File: config.mk
export PLATFORM = sky130hd
export DESIGN_NAME = postfix_stack_evaluator
export DESIGN_NICKNAME = d
export VERILOG_FILES = /design/src/rtl/pse_pkg.sv /design/src/rtl/pse_ram.sv /design/src/rtl/pse_fifo.sv /design/src/rtl/pse_front.sv /design/src/rtl/pse_div.sv /design/src/rtl/pse_back.sv /design/src/rtl/postfix_stack_evaluator.sv
export SDC_FILE = /design/constraint.sdc
export NUM_CORES = 2
export LEC_CHECK = 0
export BUFFER_PORTS_ARGS = -buffer_cell sky130_fd_sc_hd__buf_2
export CORE_ASPECT_RATIO = 0.6
export CORE_MARGIN = 2
export CORE_UTILIZATION = 55
export CTS_CLUSTER_DIAMETER = 50
export CTS_CLUSTER_SIZE = 10
export DETAILED_ROUTE_END_ITERATION = 10
export PLACE_DENSITY_LB_ADDON = 0.15
export SETUP_SLACK_MARGIN = 0.15
export SYNTH_ARGS = -nofsm -noshare
export SYNTH_HDL_FRONTEND = slang
export SYNTH_SLANG_ARGS = --single-unit
export TNS_END_PERCENT = 20
File: constraint.sdc
create_clock -name clk_i -period 16.7 [get_ports clk_i]
set_clock_uncertainty 0.15 [all_clocks]
set_input_delay 3.34 -clock clk_i [delete_from_list [all_inputs] [get_ports clk_i]]
set_output_delay 3.34 -clock clk_i [all_outputs]
set_load 0.05 [all_outputs]
File: src/rtl/pse_pkg.sv
package pse_pkg;

  localparam int StackDepth = 16;
  localparam int StackAw    = $clog2(StackDepth);
  localparam int StackCw    = $clog2(StackDepth + 1);

  localparam int QueueDepth = 2;
  localparam int QueueAw    = $clog2(QueueDepth);
  localparam int QueueCw    = $clog2(QueueDepth + 1);

  localparam int DivSteps = 32;
  localparam int DivCw    = $clog2(DivSteps + 1);

  localparam logic [1:0] ModePush   = 2'd0;
  localparam logic [1:0] ModeApply  = 2'd1;
  localparam logic [1:0] ModeFinish = 2'd2;
  localparam logic [1:0] ModeNone   = 2'd3;

  localparam logic [3:0] OpAdd = 4'd0;
  localparam logic [3:0] OpSub = 4'd1;
  localparam logic [3:0] OpMul = 4'd2;
  localparam logic [3:0] OpDiv = 4'd3;
  localparam logic [3:0] OpGt  = 4'd4;
  localparam logic [3:0] OpLt  = 4'd5;
  localparam logic [3:0] OpEq  = 4'd6;
  localparam logic [3:0] OpAnd = 4'd7;
  localparam logic [3:0] OpOr  = 4'd8;
  localparam logic [3:0] OpXor = 4'd9;
  localparam logic [3:0] OpNot = 4'd10;

  localparam logic [1:0] StOk       = 2'd0;
  localparam logic [1:0] StMissing  = 2'd1;
  localparam logic [1:0] StOverflow = 2'd2;
  localparam logic [1:0] StDivZero  = 2'd3;

  typedef enum logic [1:0] {
    KindPush,
    KindUnary,
    KindBinary,
    KindFinish
  } kind_e;

  typedef enum logic [1:0] {
    BsIdle,
    BsExec,
    BsDiv,
    BsWb
  } back_state_e;

  typedef struct packed {
    logic [1:0]         mode;
    logic [3:0]         opcode;
    logic signed [31:0] value;
  } pse_in_t;

  typedef struct packed {
    logic signed [31:0] result;
    logic [1:0]         status;
  } pse_out_t;

  typedef struct packed {
    kind_e       kind;
    logic [3:0]  opcode;
    logic [31:0] value;
  } cmd_t;

  typedef struct packed {
    logic        start;
    logic [31:0] dividend;
    logic [31:0] divisor;
  } div_req_t;

  typedef struct packed {
    logic        done;
    logic [31:0] quotient;
  } div_rsp_t;

endpackage

File: src/rtl/pse_ram.sv
module pse_ram #(
  parameter int Width = 32,
  parameter int Depth = 16
) (
  input  logic                     clk_i,
  input  logic                     we_i,
  input  logic [$clog2(Depth)-1:0] waddr_i,
  input  logic [Width-1:0]         wdata_i,
  input  logic [$clog2(Depth)-1:0] raddr_i,
  output logic [Width-1:0]         rdata_o
);

  logic [Width-1:0] mem_q [Depth];
  logic [Width-1:0] rdata_q;

  always_ff @(posedge clk_i) begin
    if (we_i) begin
      mem_q[waddr_i] <= wdata_i;
    end
    rdata_q <= mem_q[raddr_i];
  end

  assign rdata_o = rdata_q;

endmodule

File: src/rtl/pse_fifo.sv
module pse_fifo import pse_pkg::*; (
  input  logic clk_i,
  input  logic rst_ni,
  input  logic push_i,
  input  cmd_t data_i,
  output logic full_o,
  input  logic pop_i,
  output cmd_t data_o,
  output logic empty_o
);

  cmd_t               entry_q [QueueDepth];
  logic [QueueAw-1:0] wptr_q, wptr_d;
  logic [QueueAw-1:0] rptr_q, rptr_d;
  logic [QueueCw-1:0] count_q, count_d;
  logic               do_push, do_pop;

  assign full_o  = (count_q == QueueCw'(QueueDepth));
  assign empty_o = (count_q == '0);
  assign do_push = push_i && !full_o;
  assign do_pop  = pop_i && !empty_o;
  assign data_o  = entry_q[rptr_q];

  always_comb begin
    wptr_d  = wptr_q;
    rptr_d  = rptr_q;
    count_d = count_q;
    if (do_push) begin
      wptr_d = (wptr_q == QueueAw'(QueueDepth - 1)) ? '0 : wptr_q + QueueAw'(1);
    end
    if (do_pop) begin
      rptr_d = (rptr_q == QueueAw'(QueueDepth - 1)) ? '0 : rptr_q + QueueAw'(1);
    end
    if (do_push && !do_pop) begin
      count_d = count_q + QueueCw'(1);
    end else if (do_pop && !do_push) begin
      count_d = count_q - QueueCw'(1);
    end
  end

  always_ff @(posedge clk_i or negedge rst_ni) begin
    if (!rst_ni) begin
      wptr_q  <= '0;
      rptr_q  <= '0;
      count_q <= '0;
    end else begin
      wptr_q  <= wptr_d;
      rptr_q  <= rptr_d;
      count_q <= count_d;
    end
  end

  always_ff @(posedge clk_i) begin
    if (do_push) begin
      entry_q[wptr_q] <= data_i;
    end
  end

endmodule

File: src/rtl/pse_front.sv
module pse_front import pse_pkg::*; (
  input  logic    push_i,
  input  pse_in_t in_data_i,
  output logic    full_o,
  input  logic    fifo_full_i,
  output logic    fifo_push_o,
  output cmd_t    fifo_data_o
);

  logic keep;

  // items that change nothing never enter the queue
  always_comb begin
    keep               = 1'b0;
    fifo_data_o.kind   = KindPush;
    fifo_data_o.opcode = in_data_i.opcode;
    fifo_data_o.value  = in_data_i.value;
    unique case (in_data_i.mode)
      ModePush: begin
        keep = 1'b1;
      end
      ModeApply: begin
        keep             = (in_data_i.opcode <= OpNot);
        fifo_data_o.kind = (in_data_i.opcode == OpNot) ? KindUnary : KindBinary;
      end
      ModeFinish: begin
        keep             = 1'b1;
        fifo_data_o.kind = KindFinish;
      end
      default: begin
        keep = 1'b0;
      end
    endcase
  end

  assign full_o             = fifo_full_i;
  assign fifo_push_o        = push_i && !fifo_full_i && keep;

endmodule

File: src/rtl/pse_div.sv
module pse_div import pse_pkg::*; (
  input  logic     clk_i,
  input  logic     rst_ni,
  input  div_req_t req_i,
  output div_rsp_t rsp_o
);

  logic [31:0]    dvd_q, dvd_d;
  logic [31:0]    rem_q, rem_d;
  logic [31:0]    dsr_q, dsr_d;
  logic           neg_q, neg_d;
  logic [DivCw-1:0] cnt_q, cnt_d;
  logic           done_q, done_d;
  logic [32:0]    rem_sh, diff;

  assign rem_sh = {rem_q, dvd_q[31]};
  assign diff   = rem_sh - {1'b0, dsr_q};

  always_comb begin
    dvd_d  = dvd_q;
    rem_d  = rem_q;
    dsr_d  = dsr_q;
    neg_d  = neg_q;
    cnt_d  = cnt_q;
    done_d = 1'b0;
    if (req_i.start) begin
      dvd_d = req_i.dividend[31] ? (32'd0 - req_i.dividend) : req_i.dividend;
      dsr_d = req_i.divisor[31] ? (32'd0 - req_i.divisor) : req_i.divisor;
      neg_d = req_i.dividend[31] ^ req_i.divisor[31];
      rem_d = '0;
      cnt_d = DivCw'(DivSteps);
    end else if (cnt_q != '0) begin
      if (!diff[32]) begin
        rem_d = diff[31:0];
        dvd_d = {dvd_q[30:0], 1'b1};
      end else begin
        rem_d = rem_sh[31:0];
        dvd_d = {dvd_q[30:0], 1'b0};
      end
      cnt_d  = cnt_q - DivCw'(1);
      done_d = (cnt_q == DivCw'(1));
    end
  end

  always_ff @(posedge clk_i or negedge rst_ni) begin
    if (!rst_ni) begin
      cnt_q  <= '0;
      done_q <= 1'b0;
    end else begin
      cnt_q  <= cnt_d;
      done_q <= done_d;
    end
  end

  always_ff @(posedge clk_i) begin
    dvd_q <= dvd_d;
    rem_q <= rem_d;
    dsr_q <= dsr_d;
    neg_q <= neg_d;
  end

  assign rsp_o.done     = done_q;
  assign rsp_o.quotient = neg_q ? (32'd0 - dvd_q) : dvd_q;

endmodule

File: src/rtl/pse_back.sv
module pse_back import pse_pkg::*; (
  input  logic     clk_i,
  input  logic     rst_ni,
  input  logic     fifo_empty_i,
  input  cmd_t     fifo_data_i,
  output logic     fifo_pop_o,
  output div_req_t div_req_o,
  input  div_rsp_t div_rsp_i,
  input  logic     pop_i,
  output pse_out_t out_data_o,
  output logic     empty_o
);

  back_state_e        state_q, state_d;
  cmd_t               cmd_q, cmd_d;
  logic [StackCw-1:0] cnt_q, cnt_d;
  logic [31:0]        tos_q, tos_d;
  logic [31:0]        last_q, last_d;
  logic [1:0]         err_q, err_d;
  logic               aborted_q, aborted_d;
  logic [31:0]        res_q, res_d;
  pse_out_t           out_q, out_d;
  logic               out_valid_q, out_valid_d;

  logic               we;
  logic [StackAw-1:0] waddr;
  logic [31:0]        wdata;
  logic [StackAw-1:0] raddr;
  logic [31:0]        x, y;
  logic [StackCw-1:0] cnt_m1, cnt_m2;
  logic               bin_ok;
  logic               commit;
  logic [31:0]        commit_val;
  logic [31:0]        alu_r, not_r, mul_lo;

  assign cnt_m1 = cnt_q - StackCw'(1);
  assign cnt_m2 = cnt_q - StackCw'(2);
  assign raddr  = cnt_m2[StackAw-1:0];
  assign y      = tos_q;
  assign bin_ok = (cmd_q.kind == KindBinary) && !aborted_q && (cnt_q >= StackCw'(2));

  pse_ram #(
    .Width (32),
    .Depth (StackDepth)
  ) u_stack (
    .clk_i   (clk_i),
    .we_i    (we),
    .waddr_i (waddr),
    .wdata_i (wdata),
    .raddr_i (raddr),
    .rdata_o (x)
  );

  assign mul_lo = x * y;
  assign not_r  = {31'd0, (y == '0) || y[31]};

  always_comb begin
    case (cmd_q.opcode)
      OpAdd:   alu_r = x + y;
      OpSub:   alu_r = x - y;
      OpGt:    alu_r = {31'd0, $signed(x) > $signed(y)};
      OpLt:    alu_r = {31'd0, $signed(x) < $signed(y)};
      OpEq:    alu_r = {31'd0, x == y};
      OpAnd:   alu_r = {31'd0, (x != '0) && (y != '0)};
      OpOr:    alu_r = {31'd0, (x != '0) || (y != '0)};
      OpXor:   alu_r = {31'd0, (x != '0) != (y != '0)};
      default: alu_r = '0;
    endcase
  end

  always_comb begin
    state_d = state_q;
    unique case (state_q)
      BsIdle: begin
        if (!fifo_empty_i) begin
          state_d = BsExec;
        end
      end
      BsExec: begin
        if (cmd_q.kind == KindFinish && out_valid_q) begin
          state_d = BsExec;
        end else if (bin_ok && cmd_q.opcode == OpMul) begin
          state_d = BsWb;
        end else if (bin_ok && cmd_q.opcode == OpDiv && y != '0) begin
          state_d = BsDiv;
        end else begin
          state_d = BsIdle;
        end
      end
      BsDiv: begin
        if (div_rsp_i.done) begin
          state_d = BsWb;
        end
      end
      BsWb: begin
        state_d = BsIdle;
      end
      default: begin
        state_d = BsIdle;
      end
    endcase
  end

  always_comb begin
    cmd_d       = cmd_q;
    cnt_d       = cnt_q;
    tos_d       = tos_q;
    last_d      = last_q;
    err_d       = err_q;
    aborted_d   = aborted_q;
    res_d       = res_q;
    out_d       = out_q;
    out_valid_d = out_valid_q;
    fifo_pop_o  = 1'b0;
    we          = 1'b0;
    waddr       = cnt_q[StackAw-1:0];
    wdata       = cmd_q.value;
    commit      = 1'b0;
    commit_val  = res_q;
    div_req_o.start    = 1'b0;
    div_req_o.dividend = x;
    div_req_o.divisor  = y;

    if (pop_i && out_valid_q) begin
      out_valid_d = 1'b0;
    end

    unique case (state_q)
      BsIdle: begin
        if (!fifo_empty_i) begin
          fifo_pop_o = 1'b1;
          cmd_d      = fifo_data_i;
        end
      end
      BsExec: begin
        unique case (cmd_q.kind)
          KindPush: begin
            if (!aborted_q) begin
              if (cnt_q == StackCw'(StackDepth)) begin
                err_d     = StOverflow;
                aborted_d = 1'b1;
              end else begin
                we    = 1'b1;
                tos_d = cmd_q.value;
                cnt_d = cnt_q + StackCw'(1);
              end
            end
          end
          KindUnary: begin
            if (!aborted_q) begin
              if (cnt_q == '0) begin
                err_d     = StMissing;
                aborted_d = 1'b1;
              end else begin
                commit     = 1'b1;
                commit_val = not_r;
              end
            end
          end
          KindBinary: begin
            if (!aborted_q) begin
              if (!bin_ok) begin
                err_d     = StMissing;
                aborted_d = 1'b1;
              end else if (cmd_q.opcode == OpMul) begin
                res_d = mul_lo;
              end else if (cmd_q.opcode == OpDiv) begin
                if (y == '0) begin
                  err_d     = StDivZero;
                  aborted_d = 1'b1;
                end else begin
                  div_req_o.start = 1'b1;
                end
              end else begin
                commit     = 1'b1;
                commit_val = alu_r;
              end
            end
          end
          KindFinish: begin
            if (!out_valid_q) begin
              out_valid_d = 1'b1;
              if (err_q != StOk) begin
                out_d.result = last_q;
                out_d.status = err_q;
              end else if (cnt_q == '0) begin
                out_d.result = last_q;
                out_d.status = StMissing;
              end else begin
                out_d.result = tos_q;
                out_d.status = StOk;
              end
              cnt_d     = '0;
              last_d    = '0;
              err_d     = StOk;
              aborted_d = 1'b0;
            end
          end
          default: begin
          end
        endcase
      end
      BsDiv: begin
        if (div_rsp_i.done) begin
          res_d = div_rsp_i.quotient;
        end
      end
      BsWb: begin
        commit = 1'b1;
      end
      default: begin
      end
    endcase

    // operator result replaces its operands on top of the stack
    if (commit) begin
      we     = 1'b1;
      wdata  = commit_val;
      tos_d  = commit_val;
      last_d = commit_val;
      if (cmd_q.kind == KindUnary) begin
        waddr = cnt_m1[StackAw-1:0];
      end else begin
        waddr = cnt_m2[StackAw-1:0];
        cnt_d = cnt_m1;
      end
    end
  end

  always_ff @(posedge clk_i or negedge rst_ni) begin
    if (!rst_ni) begin
      state_q     <= BsIdle;
      cnt_q       <= '0;
      last_q      <= '0;
      err_q       <= StOk;
      aborted_q   <= 1'b0;
      out_valid_q <= 1'b0;
    end else begin
      state_q     <= state_d;
      cnt_q       <= cnt_d;
      last_q      <= last_d;
      err_q       <= err_d;
      aborted_q   <= aborted_d;
      out_valid_q <= out_valid_d;
    end
  end

  always_ff @(posedge clk_i) begin
    cmd_q <= cmd_d;
    tos_q <= tos_d;
    res_q <= res_d;
    out_q <= out_d;
  end

  assign out_data_o = out_q;
  assign empty_o    = !out_valid_q;

endmodule

File: src/rtl/postfix_stack_evaluator.sv
// a finish result passes the queue, command register and result register, waiting while
// an earlier result is held; commands run one at a time with one stack read port, multiply
// adding a writeback state and divide waiting on the one-bit-per-cycle divider
// a 2-entry queue decouples acceptance from execution; the result register holds one result
// reset (async, active low) empties the queue, stack count, error state and result register;
// stack contents stay undefined and need no clearing pass
module postfix_stack_evaluator import pse_pkg::*; (
  input  logic     clk_i,
  input  logic     rst_ni,
  input  logic     push_i,
  input  pse_in_t  in_data_i,
  output logic     full_o,
  input  logic     pop_i,
  output pse_out_t out_data_o,
  output logic     empty_o
);

  logic     fifo_push, fifo_full, fifo_pop, fifo_empty;
  cmd_t     fifo_wdata, fifo_rdata;
  div_req_t div_req;
  div_rsp_t div_rsp;

  pse_front u_front (
    .push_i      (push_i),
    .in_data_i   (in_data_i),
    .full_o      (full_o),
    .fifo_full_i (fifo_full),
    .fifo_push_o (fifo_push),
    .fifo_data_o (fifo_wdata)
  );

  pse_fifo u_fifo (
    .clk_i   (clk_i),
    .rst_ni  (rst_ni),
    .push_i  (fifo_push),
    .data_i  (fifo_wdata),
    .full_o  (fifo_full),
    .pop_i   (fifo_pop),
    .data_o  (fifo_rdata),
    .empty_o (fifo_empty)
  );

  pse_div u_div (
    .clk_i  (clk_i),
    .rst_ni (rst_ni),
    .req_i  (div_req),
    .rsp_o  (div_rsp)
  );

  pse_back u_back (
    .clk_i        (clk_i),
    .rst_ni       (rst_ni),
    .fifo_empty_i (fifo_empty),
    .fifo_data_i  (fifo_rdata),
    .fifo_pop_o   (fifo_pop),
    .div_req_o    (div_req),
    .div_rsp_i    (div_rsp),
    .pop_i        (pop_i),
    .out_data_o   (out_data_o),
    .empty_o      (empty_o)
  );

endmodule

Word level (Yosys, flattened, before mapping)

Memory sizes are Yosys's and may differ from the RTL's. A register that Yosys moved wholly into a read port is not among the register bits.
Cells that the tools add are included.
Widths: inputs -> output; s select.

Bitwise operators: 3
Reduce and logical (&&, ||, !) cells: 48
Equality and inequality tests: 41
Shifts and indexed selects: 0
Multipliers: 1
Divide/modulo/power cells: 0
Magnitude comparators: 4
$add $sub $neg: 14
Multiplexer cells: 112

Operators by type and width:

| operator              | number |
|---|---|
| $mux 32               | 27 |
| $pmux 32 s8           | 1 |
| $pmux 32 s2           | 2 |
| $sub 1x32->32 const A | 3 |
| $mux 34               | 2 |
| $reduce_bool 32->1    | 2 |
| $mux 1                | 43 |
| $mux 2                | 18 |
| $sub 33x32->33        | 1 |
| $add 32x32->32        | 1 |
| $eq 32x32->1          | 1 |
| $gt 32x32->1          | 1 |
| $logic_not 32->1      | 1 |
| $lt 32x32->1          | 1 |
| $mul 32x32->32        | 1 |
| $sub 32x32->32        | 1 |
| $mux 31               | 1 |
| $mux 5                | 6 |
| $ne 2x2->1 const B    | 9 |
| $eq 4x3->1 const B    | 4 |
| $pmux 2 s4            | 2 |
| $logic_and 1x1->1     | 14 |
| $reduce_bool 2->1     | 7 |
| $eq 2x2->1 const B    | 6 |
| 38 further kinds      | 68 |

Register bits: 249
Output and inout bits: 36
Bits in latches: 0
Logic and storage cells: 245
Memories kept: 2
ROM bits: 0
Memory bits (writable): 588
Input port bits: 42

Memory list:

| memory               | depth | width | read ports | clocked after Yosys merged registers in | wr ports | RTL line       | text |
|---|---|---|---|---|---|---|---|
| u_back.u_stack.mem_q | 16    | 32    | 1          | 1                                       | 1        | pse_ram.sv:13  | `logic [Width-1:0] mem_q [Depth];` |
| u_fifo.entry_q       | 2     | 38    | 1          | 1                                       | 1        | pse_fifo.sv:12 | `cmd_t entry_q [QueueDepth];` |

Longest topological paths before layout

Depth in word-level cells: 10
Mapped depth: 28
Mapped depth without buffers: 26

By module

Synthesis repeated with hierarchy kept, for this count alone.

Cell total of the unflattened synthesis: 4776
Area, all modules: 57547.7 um^2

Modules (own cells, without submodules):

| module    | seq. area each (um^2) | instances | area each (um^2) | cells an instance |
|---|---|---|---|---|
| pse_back  | 5159.9                | 1         | 26820.7          | 2921 |
| pse_ram   | 16015.4               | 1         | 19835.3          | 838 |
| pse_div   | 2767.7                | 1         | 7499.7           | 825 |
| pse_fifo  | 2382.3                | 1         | 2985.4           | 137 |
| pse_front | 0.0                   | 1         | 406.6            | 55 |

Worst setup path after synthesis

No wires, ideal clock.

Path kind: register to register
From: register u_back.tos_q[2]
To: register u_back.res_q[30] (data pin)
Data arrival time: 7232 ps
Slack: 9057 ps
Path buffers: 2
Clock period less this slack: 7643 ps
Library setup time: 261 ps
Required time: 16289 ps
Cell stages (with the launch flop): 27
Cell sequence: edfxtp_1 > clkbuf_1 > clkbuf_1 > and2_1 > fa_1 > inv_1 > fa_1 > fa_1 > fa_1 > inv_1 > fa_1 > inv_1 > fa_1 > inv_1 > fa_1 > fa_1 > ha_1 > a21o_1 > a21o_1 > a21o_1 > a21o_1 > a2111oi_0 > nor3_1 > a221o_1 > o21ai_0 > nand3_1 > o311a_1

Longest elaborated chain between the ends: 6

RTL lines:

| element                  | RTL line        | text |
|---|---|---|
| start: declaration       | pse_back.sv:17  | `logic [31:0] tos_q, tos_d;` |
| start signal: assignment | pse_back.sv:250 | `tos_q <= tos_d;` |
| $mul 32x32->32           | pse_back.sv:54  | `assign mul_lo = x * y;` |
| $mux 32                  | pse_back.sv:165 | `end else if (cmd_q.opcode == OpMul) begin` |
| $mux 32                  | pse_back.sv:162 | `if (!bin_ok) begin` |
| $mux 32                  | pse_back.sv:161 | `if (!aborted_q) begin` |
| $mux 32                  | pse_back.sv:136 | `unique case (cmd_q.kind)` |
| $pmux 32 s2              | pse_back.sv:128 | `unique case (state_q)` |
| via u_back.res_d[30]     | pse_back.sv:21  | `logic [31:0] res_q, res_d;` |
| end signal: assignment   | pse_back.sv:251 | `res_q <= res_d;` |
| end: declaration         | pse_back.sv:21  |  |

The timed path passes the listed nets, and every way through them passes these cells. The select of a mux whose other input is x is not followed.
A chain may end at the register's enable or synchronous reset.

Final worst setup path

From: register u_back.tos_q[2]
To: register u_back.res_q[31] (data pin)

Same word-level chain as after synthesis.

==> results.txt <==
- After clock tree synthesis, the flow added hold-fix buffers numbering 0.
- Pin placement for this block handled 78 I/O pins.
- Crit path capture type: flop
- Number of antenna violations at the first check in global routing: 9
- Setup TNS Final: 0 ns
- Startpoint Class: flop
- For this run, design rule violations remaining after detail routing come to 0.
- Number of DRC markers after the initial detailed-route iteration: 5537
- Crit path arrival time: 8.91 ns
- Flip-flop and latch count after synthesis: 907
* TritonCTS clock tree: built
* Initial Util: 55.6%
- Cell type with the largest total area after synthesis: sky130_fd_sc_hd__edfxtp_1
* Crit path time final: 8.64 ns
- Synthesized cell area: 57200 sq um
- Clk root buf: sky130_fd_sc_hd__clkbuf_16
- Max cap viols: 0
* TritonCTS sink count: 907
- The first global-routing pass estimated 257000 microns of wire.
- Simple logic cell fraction of the synthesized area: 10.2%
- The number of nets handed over by synthesis was 5388.
* Worst-Skew Late Latency: 0.73 ns
- Share of the synthesized area in the top cell type: 41.4%
- The die is 254 microns tall.
- Of the available clock period, the critical path in the final layout requires 51.7%.
- Yosys warnings: 0
- Signed area change from the synthesized netlist to the final layout: 9.30%
- Ratio of cells with drive above 1 in the final layout: 11.7%
- The floorplan has 91 rows.
- Summing the areas of all compound-gate instances in the mapped netlist gives 7.88% of the synthesized area.
- The final number of max-transition violations is 0.
* Share of the yosys chip area belonging to registers: 46.0%
- Worst setup timing slack at the placement stage: 8.27 ns
- Area of the core region: 103000 sq um
- Number of unique standard cell types used by synthesis: 80
- Adder-Cell Fraction of Synth Area: 19.6%
- Mux cell area share after synthesis: 7.61%
* Wire length reported by the detailed router: 175000 microns
* Via count: 38.6k
* Average routed wire per standard cell: 28.2 microns
* Maximum root-to-sink buffer count: 3
- Maximum operating frequency: 116 MHz
- Critical Setup Path Class: reg -> reg
- Req. time, crit path: 16.96 ns
- Mapped Avg Cell Area: 12.2 sq um
- Main flop type after synthesis: sky130_fd_sc_hd__edfxtp_1
- Post-CTS setup buffer count: 0
- The flow ran to the end, and the final reports show no timing, DRC or antenna violations.
* DPL Wire Length: 120000 microns
* Htree depth: 3
* Pin count of the biggest net entering global routing: 72
- Setup-violating endpoint count in the final report: 0
* Combinational family with the most area after synthesis: adder cells
- Routability-driven placement finished with a final weighted congestion of 0.987.
- After global routing the overflow that remains totals 0.
- Post-CTS repair changed the size of 0 cells.
- Setup repair after global routing left no endpoint under its margin.
- The setup check on the worst reg-to-reg path leaves a slack of 8.06 ns.
- Overall die area: 107000 sq um
- Clock slew at the register clock pins of the worst setup and hold paths: 0.06 ns
- Global-route total usage across every layer: 33.4%
* Cell count after synthesis: 4695
* Via count of the first global-routing pass: 37.2k
* Proportion of register bits with asynchronous set or reset after synthesis: 5.95%
- After detailed routing, the number of vias per cell comes to 6.22.
* Xor-xnor portion of the synthesized cell area: 3.58%
* Max_slew headroom: 14.5%
- Most area-consuming cells after synthesis: sky130_fd_sc_hd__edfxtp_1, sky130_fd_sc_hd__fa_1, sky130_fd_sc_hd__mux4_2
* Setup slack of the critical path after layout: 8.06 ns
- CTS buffer count: 106
- For the pin with the worst max-slew slack, the measured transition is 1.27 ns.
- Measured along the x axis, the die boundary spans 420 microns.
- The pre-antenna-repair detailed-routing pass consisted of 6 iterations.
- Buffers placed on the I/O ports in this run total 77.
- Along the worst path, the maximum fanout reaches 31.
- At the end of the flow, the number of nets in the layout was 5415.
- The number of hold violations in the final report came to 0.
- In this run the remaining antenna-violating nets after routing total 0.
- Number of flops mapped to enable cells by yosys: 789
* Class of the tightest hold or removal check: reg -> reg
[flip-flops by register name (all words and copies together), names as in the netlist, named ones only]
register                cells
u_fifo.rptr_q               1
u_div.neg_q                 1
u_back.cnt_q                5
u_back.aborted_q            1
u_back.last_q              32
u_div.dvd_q                32
u_div.rem_q                32
u_back.u_stack.rdata_o     32
u_div.dsr_q                32
u_back.out_valid_q          1
u_back.err_q                2
u_fifo.count_q              2
u_back.out_data_o          34
u_back.state_q              1
u_back.cmd_q               38
u_div.cnt_q                 6
u_fifo.entry_q             76
u_back.u_stack.mem_q      512
u_back.tos_q               32
u_back.res_q               32
u_div.done_q                1
u_fifo.wptr_q               1
[path summary, 6_finish.rpt]
| check | from | cells past startpoint | end |
|---|---|---|---|
| min reg2reg | u_back.last_q[5] | 1 | u_back.last_q[5] |
| max in group asynchronous | rst_ni | 2 | u_back.cnt_q[0] |
| min in group asynchronous | rst_ni | 2 | u_back.cnt_q[1] |
| max | u_back.tos_q[2] | 25 | u_back.res_q[31] |
| min | u_back.last_q[5] | 1 | u_back.last_q[5] |
| max reg2reg | u_back.tos_q[2] | 25 | u_back.res_q[31] |
[kinds of logic (layout without fill, tap and decap cells)]
logic type	Yosys count	in the layout
compound gates	700	700
xor+xnor	234	234
fa+ha+maj	651	651
buf+inv	760	877
flops	907	907
mux	230	230
other cells	0	2
simple gates	1213	1213
[per-stage QoR]
step                      hold slack [ns]  area (sq um)  cells  util [%]
final                               0.331         62500   6209      60.8
after global routing                0.349         62500   6207      60.8
after CTS                           0.329         62500   6207      60.8
after detailed placement            0.315         59300   6009      57.6
after global placement              0.309         59300   6009      57.6
after floorplan                     0.293         57200   4695         -
[placed cells by master (no fill, tap or decap), drive strengths merged, types with 54 or more instances in the layout]
| master | count |
|---|---|
| nand2 | 455 |
| xor2 | 88 |
| mux4 | 160 |
| nor2 | 213 |
| a21o | 73 |
| ha | 240 |
| and2 | 262 |
| fa | 411 |
| nand3 | 56 |
| dfrtp | 54 |
| xnor2 | 146 |
| nor3 | 61 |
| buf | 176 |
| edfxtp | 789 |
| a21oi | 144 |
| clkbuf | 179 |
| dfxtp | 64 |
| inv | 501 |
| o21ai | 216 |
[cells in the mapped netlist (all sizes together) (5+ instances only)]
library cell and n:
o31ai 39, a211o 10, mux2i 29, or3 21, dfrtp 54, buf 38
o2111ai 7, a221oi 8, clkbuf 219, fa 411, nor2 213, nand2b 31
nand2 455, dfxtp 64, a221o 18, a31oi 17, a21boi 5, nor3 61
and3 12, or4 15, o21bai 14, ha 240, edfxtp 789, o41ai 17
o21a 24, nand4 15, a22oi 16, mux4 160, xnor2 146, nand3 56
or2 13, a21oi 144, a211oi 32, mux2 41, o211ai 10, xor2 88
inv 501, and2 262, nor4 15, nor2b 29, a21o 73, o21ai 216
[critical path, stage by stage (launching register included)]
cell and delay, ns:
sky130_fd_sc_hd__edfxtp_1 0.36, sky130_fd_sc_hd__buf_4 0.29, sky130_fd_sc_hd__and2_1 0.27, sky130_fd_sc_hd__fa_1 0.53, sky130_fd_sc_hd__inv_1 0.05, sky130_fd_sc_hd__fa_1 0.51
sky130_fd_sc_hd__fa_1 0.45, sky130_fd_sc_hd__fa_1 0.54, sky130_fd_sc_hd__inv_1 0.05, sky130_fd_sc_hd__fa_1 0.49, sky130_fd_sc_hd__inv_1 0.05, sky130_fd_sc_hd__fa_1 0.53
sky130_fd_sc_hd__inv_1 0.05, sky130_fd_sc_hd__fa_1 0.49, sky130_fd_sc_hd__fa_1 0.45, sky130_fd_sc_hd__ha_1 0.39, sky130_fd_sc_hd__and3_1 0.28, sky130_fd_sc_hd__nand2_1 0.08
sky130_fd_sc_hd__a211o_1 0.23, sky130_fd_sc_hd__o21ai_0 0.97, sky130_fd_sc_hd__a211o_1 0.25, sky130_fd_sc_hd__a21oi_1 0.09, sky130_fd_sc_hd__o21a_1 0.21, sky130_fd_sc_hd__o21ai_0 0.24
sky130_fd_sc_hd__xnor2_1 0.16, sky130_fd_sc_hd__a21oi_1 0.08
[metal layers]
| metal | up-vias | GRT usage (%) | wire length, microns |
|---|---|---|---|
| met2 | 2459 | 43.2 | 68100 |
| met1 | 19500 | 53.6 | 78800 |
| met4 | 2 | 7.37 | 3960 |
| met3 | 242 | 11.4 | 24500 |
| met5 | - | 0 | 20 |
| li1 | 16400 | - | - |
[area by class of cell]
type                    instances  area [sq um]
clock buffers                 179          2970
inverters                     503          1890
repair buffers                176          1130
fillers                      8203         40400
clock inverters                19           272
multi-input cells            3028         28200
well taps                    1395          1750
diodes                          2          5.00
flip-flops and latches        907         26300
Power is not shown: default switching activity piles up to over one toggle a cycle in this logic, so the estimate is an artifact.
